==> src/hw/rtl/imu_calibrate_scale_remap_top_assert.svh <==
// Assertion macros for the IMU calibrate, scale and remap block.
`ifndef IMU_CALIBRATE_SCALE_REMAP_TOP_ASSERT_SVH
`define IMU_CALIBRATE_SCALE_REMAP_TOP_ASSERT_SVH

// same-cycle implication
`define ICSR_ASSERT_SAME(label, ante, cons) \
  label: assert property (@(posedge clk) disable iff (!rst_n) (ante) |-> (cons)) \
    else $error("icsr assertion failed");

// next-cycle implication
`define ICSR_ASSERT_NEXT(label, ante, cons) \
  label: assert property (@(posedge clk) disable iff (!rst_n) (ante) |=> (cons)) \
    else $error("icsr assertion failed");

`endif

==> src/hw/rtl/icsr_pkg.sv <==
// Shared types and constants for the IMU calibrate, scale and remap block.
`timescale 1ns / 1ps

package icsr_pkg;

  localparam int SAMPLE_BITS    = 16;
  localparam int OUT_FRAC_BITS  = 16;
  localparam int RES_FRAC_BITS  = 24;
  localparam int AVG_FRAC       = 8;
  localparam int SUM_BITS       = 40;
  localparam int COUNT_BITS_DEF = 16;
  localparam int DATA_W         = 32;
  localparam int NUM_AXES       = 6;
  localparam int TRIG_FRAC      = 30;
  localparam logic [29:0] TRIG_Q30 = 30'd759250125;

  localparam int MUL_W  = 33;
  localparam int PROD_W = 2 * MUL_W;
  localparam int DIV_W  = SUM_BITS + AVG_FRAC + 2;
  localparam int AVG_W  = DIV_W + 1;

  localparam int CFG_IDX_W = 3;

  typedef enum logic [CFG_IDX_W-1:0] {
    REG_AXIS_ORDER,
    REG_GYRO_RES,
    REG_ACC_RES,
    REG_ONE_G,
    REG_CAL_SAMPLES,
    REG_CAL_ACCEL
  } cfg_reg_t;

  localparam logic [4:0]  RST_AXIS_ORDER  = 5'd0;
  localparam logic [31:0] RST_GYRO_RES    = 32'd17873;
  localparam logic [31:0] RST_ACC_RES     = 32'd1024;
  localparam logic [15:0] RST_ONE_G       = 16'd16384;
  localparam logic [15:0] RST_CAL_SAMPLES = 16'd1000;
  localparam logic        RST_CAL_ACCEL   = 1'b1;

  typedef enum logic [3:0] {
    CMD_NONE,
    CMD_LOAD,
    CMD_MEAS,
    CMD_YAW,
    CMD_MOUT,
    CMD_ACCUM,
    CMD_DIVGO,
    CMD_DIVPUT,
    CMD_ONEG,
    CMD_OFFS,
    CMD_COUT
  } dp_op_t;

  typedef struct packed {
    dp_op_t     op;
    logic [2:0] idx;
  } dp_cmd_t;

  typedef struct packed {
    logic is_cal;
    logic is_yaw;
    logic cal_final;
    logic div_done;
    logic out_free;
  } dp_status_t;

endpackage

==> src/hw/rtl/icsr_ctrl.sv <==
// Controller: sequences measure and calibration requests through the datapath.
`timescale 1ns / 1ps

module icsr_ctrl import icsr_pkg::*; (
  input  logic       clk,
  input  logic       rst_n,
  input  logic       in_valid,
  output logic       in_ready,
  input  dp_status_t st,
  output dp_cmd_t    cmd
);

  localparam logic [2:0] MEAS_LAST = 3'd6;
  localparam logic [2:0] YAW_LAST  = 3'd4;
  localparam logic [2:0] AXIS_LAST = 3'd5;

  typedef enum logic [3:0] {
    S_IDLE, S_DISP, S_MEAS, S_YAW, S_MOUT, S_ACC, S_CHK,
    S_DGO, S_DWAIT, S_DPUT, S_ONEG, S_OFFS, S_COUT
  } state_t;

  state_t     state_r;
  logic [2:0] cnt_r;

  always_comb begin
    cmd.op  = CMD_NONE;
    cmd.idx = cnt_r;
    unique case (state_r)
      S_IDLE:  if (in_valid) cmd.op = CMD_LOAD;
      S_MEAS:  cmd.op = CMD_MEAS;
      S_YAW:   cmd.op = CMD_YAW;
      S_MOUT:  if (st.out_free) cmd.op = CMD_MOUT;
      S_ACC:   cmd.op = CMD_ACCUM;
      S_DGO:   cmd.op = CMD_DIVGO;
      S_DPUT:  cmd.op = CMD_DIVPUT;
      S_ONEG:  cmd.op = CMD_ONEG;
      S_OFFS:  cmd.op = CMD_OFFS;
      S_COUT:  if (st.out_free) cmd.op = CMD_COUT;
      S_DISP, S_CHK, S_DWAIT: cmd.op = CMD_NONE;
      default: cmd.op = CMD_NONE;
    endcase
  end

  assign in_ready = (state_r == S_IDLE);

  always_ff @(posedge clk) begin
    if (!rst_n) begin
      state_r <= S_IDLE;
      cnt_r   <= '0;
    end else begin
      unique case (state_r)
        S_IDLE: if (in_valid) state_r <= S_DISP;
        S_DISP: begin
          cnt_r   <= '0;
          state_r <= st.is_cal ? S_ACC : S_MEAS;
        end
        S_MEAS: begin
          if (cnt_r == MEAS_LAST) begin
            cnt_r   <= '0;
            state_r <= st.is_yaw ? S_YAW : S_MOUT;
          end else begin
            cnt_r <= cnt_r + 3'd1;
          end
        end
        S_YAW: begin
          if (cnt_r == YAW_LAST) begin
            cnt_r   <= '0;
            state_r <= S_MOUT;
          end else begin
            cnt_r <= cnt_r + 3'd1;
          end
        end
        S_MOUT: if (st.out_free) state_r <= S_IDLE;
        S_ACC:  state_r <= S_CHK;
        S_CHK: begin
          cnt_r   <= '0;
          state_r <= st.cal_final ? S_DGO : S_IDLE;
        end
        S_DGO:   state_r <= S_DWAIT;
        S_DWAIT: if (st.div_done) state_r <= S_DPUT;
        S_DPUT: begin
          if (cnt_r == AXIS_LAST) begin
            cnt_r   <= '0;
            state_r <= S_ONEG;
          end else begin
            cnt_r   <= cnt_r + 3'd1;
            state_r <= S_DGO;
          end
        end
        S_ONEG: begin
          cnt_r   <= '0;
          state_r <= S_OFFS;
        end
        S_OFFS: begin
          if (cnt_r == MEAS_LAST) begin
            cnt_r   <= '0;
            state_r <= S_COUT;
          end else begin
            cnt_r <= cnt_r + 3'd1;
          end
        end
        S_COUT: if (st.out_free) state_r <= S_IDLE;
        default: state_r <= S_IDLE;
      endcase
    end
  end

endmodule

==> config.mk <==
export PLATFORM = sky130hd
export DESIGN_NAME = icsr_ctrl
export DESIGN_NICKNAME = d
export VERILOG_FILES = /design/src/hw/rtl/imu_calibrate_scale_remap_top_assert.svh /design/src/hw/rtl/icsr_pkg.sv /design/src/hw/rtl/icsr_ctrl.sv
export SDC_FILE = /design/constraint.sdc
export NUM_CORES = 1
export LEC_CHECK = 0
export BUFFER_PORTS_ARGS = -buffer_cell sky130_fd_sc_hd__buf_2
export CAP_MARGIN = 5
export CORE_MARGIN = 2
export CORE_UTILIZATION = 57
export DETAILED_ROUTE_END_ITERATION = 12
export MAX_ROUTING_LAYER = met4
export PLACE_DENSITY = 0.93
export SETUP_SLACK_MARGIN = 0.15
export SLEW_MARGIN = 10
export SYNTH_ARGS = -nofsm -noshare
export SYNTH_HDL_FRONTEND = slang
export SYNTH_SLANG_ARGS = --single-unit
==> constraint.sdc <==
create_clock -name clk -period 3.4 [get_ports clk]
set_input_delay 0.51 -clock clk [delete_from_list [all_inputs] [get_ports clk]]
set_output_delay 0.51 -clock clk [all_outputs]
set_load 0.005 [all_outputs]
==> flow_summary.ini <==
[timing]
period_minus_slack_ns = 2.39
timing.setup.tns_ns = 0
setup_violations = 0
finalMaxSlewViolations = 0
hold_viol_final = 0
fin_ws_ns = 1.01
fmax_ghz = 0.418
finalClockSkew_ns = 0.000290
worst_slew_pin_slew_ns = 0.699
finalCritPeriodShare = 0.703
rsz0062_at_grt = no
relSlewSlack = 0.533

[logic_synthesis]
async_reset_ff_frac = 0
synth_nets = 113
synth_area_leader_cell = dfxtp_1
ys.flop_type = dfxtp_1
yosys.cell_types.count = 39
avgSynthCellArea_um2 = 7.53
ys_seq_elements = 7
synth_cells = 101
yosys-top-cells-area = dfxtp_1, ha_1, o21ai_0
synth_enable_flop_cells = 0
ys_warn_count = 0
synth.top_cell.area_share = 0.184
synthesis.area_um2 = 761
ys_seq_area_frac = 0.184

[setup_path]
arrival_ns = 1.88
cp-startpoint = state_r[2]
crit_required_ns = 2.89
critical_path.startpoint_type = register
cp_max_fo = 22
path_class = register to output port
r2r_start = state_r[0]
crit_path_end_kind = output port

[drt]
via_count = 774
via_per_inst = 6.05
drtAntennaViolNets = 0
wl_per_cell_um = 12.7
wl_met3_um = 57
wl_met2_um = 824
totalWireLength_mm = 1.62
wl_met1_um = 724
routed.top_layer = met4
drtIter0Drc = 11
drt-pass1-iter-count = 4
drc_errors = 0

[finish]
drive_gt1_frac = 0.230
syn2layout_area_growth_pct = 10.5
postLayoutCellArea_um2 = 841
multi_input_area_um2 = 562
nNetsFinal = 126
stdcell_count = 128
antenna_cells = 0
register_area_um2 = 140
fill_cells = 126

[floorplanning]
ioPinCount = 16
die_area_mm2 = 0.00164
start_util = 0.600
placementRows = 13
core_area_mm2 = 0.00127
die_w_um = 40.5
die_y_um = 40.5

[global_route]
grt_max_degree = 23
antenna_found_initial = 0
grt_pass1_wl_mm = 2.68
overflow = 0
grt.total_usage = 0.249
grt_pass1_vias = 640

[min_path]
hold_path.class = input port to register
hold_start = rst_n

[outcome]
status = finished clean

[flow_run]
drv_cap = 0

[clocking]
cts_resized = 0
cts_made_buffers = 3
clk_path_buf_depth = 2
htree_levels = 1
cts_root_buf = clkbuf_4
clk_latency_ns = 0.24
cts_tree = yes
clk_pin_slew_ns = 0.05
clock-sinks = 7
postCtsSetupBuffers = 0
hold_buffers = 0

[placement]
dp.cells = 124
place_area_um2 = 815
hpwl_mm = 1.25
pre_cts_slack_ns = 1.29
numPortBuffers = 15
globalplace.congestion = 0.819

[power]
powerDensity_mw_per_mm2 = 693
seqPwrFrac = 0.320
ir_worst_vdd_mv = 0.312
combPwrFrac = 0.560
p_switching_w = 0.000275
p_sw_frac = 0.472
p_int_w = 0.000307
power.leakage_nw = 0.320
clock_power_share = 0.120
[worst max-delay path, cell delays in order, from the launching register on]
cell     delay [ns]
dfxtp_1        0.77
nor2b_1        0.33
nand2_1        0.09
a211o_1        0.25
o21ai_0        0.07
buf_2          0.13
[per-stage QoR]
stage / power [W] / util / hold slack, ns
4_1_cts: 0.000587 / 0.663 / 0.551
3_5_place_dp: 0.000512 / 0.642 / 0.583
6_report: 0.000582 / 0.663 / 0.560
2_1_floorplan: 0.000440 / - / 0.558
3_3_place_gp: 0.000497 / 0.642 / 0.574
5_1_grt: 0.000650 / 0.663 / 0.560
[path summary, 6_finish.rpt]
path	endpoint	slack, ns	cells past startpoint
max reg2reg	cnt_r[1]	1.50	4
min reg2reg	cnt_r[2]	0.59	2
min	cnt_r[0]	0.56	3
max	cmd[4]	1.01	5
[final cells by class]
type	count	share of cell area
flip-flops and latches	7	0.167
inverters	5	0.0223
well taps	15	0.0223
repair buffers	15	0.0893
multi-input cells	82	0.668
clock buffers	4	0.0313
[cells in the mapped netlist (2+ instances only)]
| master | instances |
|---|---|
| o2bb2ai_1 | 3 |
| dfxtp_1 | 7 |
| nor3_1 | 3 |
| nor3b_1 | 2 |
| inv_1 | 5 |
| nor2b_1 | 4 |
| nor2_1 | 10 |
| o21ai_0 | 9 |
| nand2b_1 | 2 |
| a21oi_1 | 7 |
| buf_4 | 2 |
| buf_2 | 5 |
| and3_1 | 2 |
| a31oi_1 | 3 |
| xnor2_1 | 3 |
| mux2i_1 | 2 |
| a211oi_1 | 2 |
| ha_1 | 4 |
| nand2_1 | 6 |
[flip-flops by register name, indices dropped and copies added, names as in the netlist]
| name | cells |
|---|---|
| cnt_r | 3 |
| state_r | 4 |
[metal layers]
layer	track usage	vias up
li1	-	390
met1	0.282	356
met2	0.444	26
met3	0.0667	2
met4	0.0250	0
met5	-	-
[power by group through the flow]
stage	Combinational [W]	Clock, W	Sequential, W
2_1_floorplan	0.000316	0	0.000124
3_3_place_gp	0.000314	0	0.000184
3_5_place_dp	0.000325	0	0.000187
4_1_cts	0.000327	0.0000737	0.000186
5_1_grt	0.000371	0.0000809	0.000199
6_report	0.000326	0.0000700	0.000186
[cells in the final DEF, fill, tap and decap left out, drive strengths merged]
cell     count
nand2b       2
o21a         1
nor4b        2
ha           4
a31oi        3
nand3b       1
and3         3
mux2i        2
or2          1
nand4        1
a21o         1
o2bb2ai      3
clkbuf       4
buf         15
o21ai       10
a211o        1
nor2        10
a32oi        1
nor3b        2
dfxtp        7
inv          5
xnor2        3
o22ai        1
a211oi       2
nand2        6
nor3         3
nand3        1
a21boi       2
nor2b        4
or2b         1
a21oi        8
o211ai       1
o41ai        1
and3b        1
[logic make-up (layout without fill, tap and decap cells)]
logic type | Yosys count | after routing | share of synthesized area
and+or+nand+nor | 38 | 38 | 0.293
AOI/OAI and AO/OA | 35 | 35 | 0.319
buffers and inverters | 12 | 24 | 0.0773
DFF | 7 | 7 | 0.184
adders and majority gates | 4 | 4 | 0.0658
xor gates and xnor gates | 3 | 3 | 0.0345
muxes | 2 | 2 | 0.0263
Note: power is estimated with default switching activity, not from simulation.
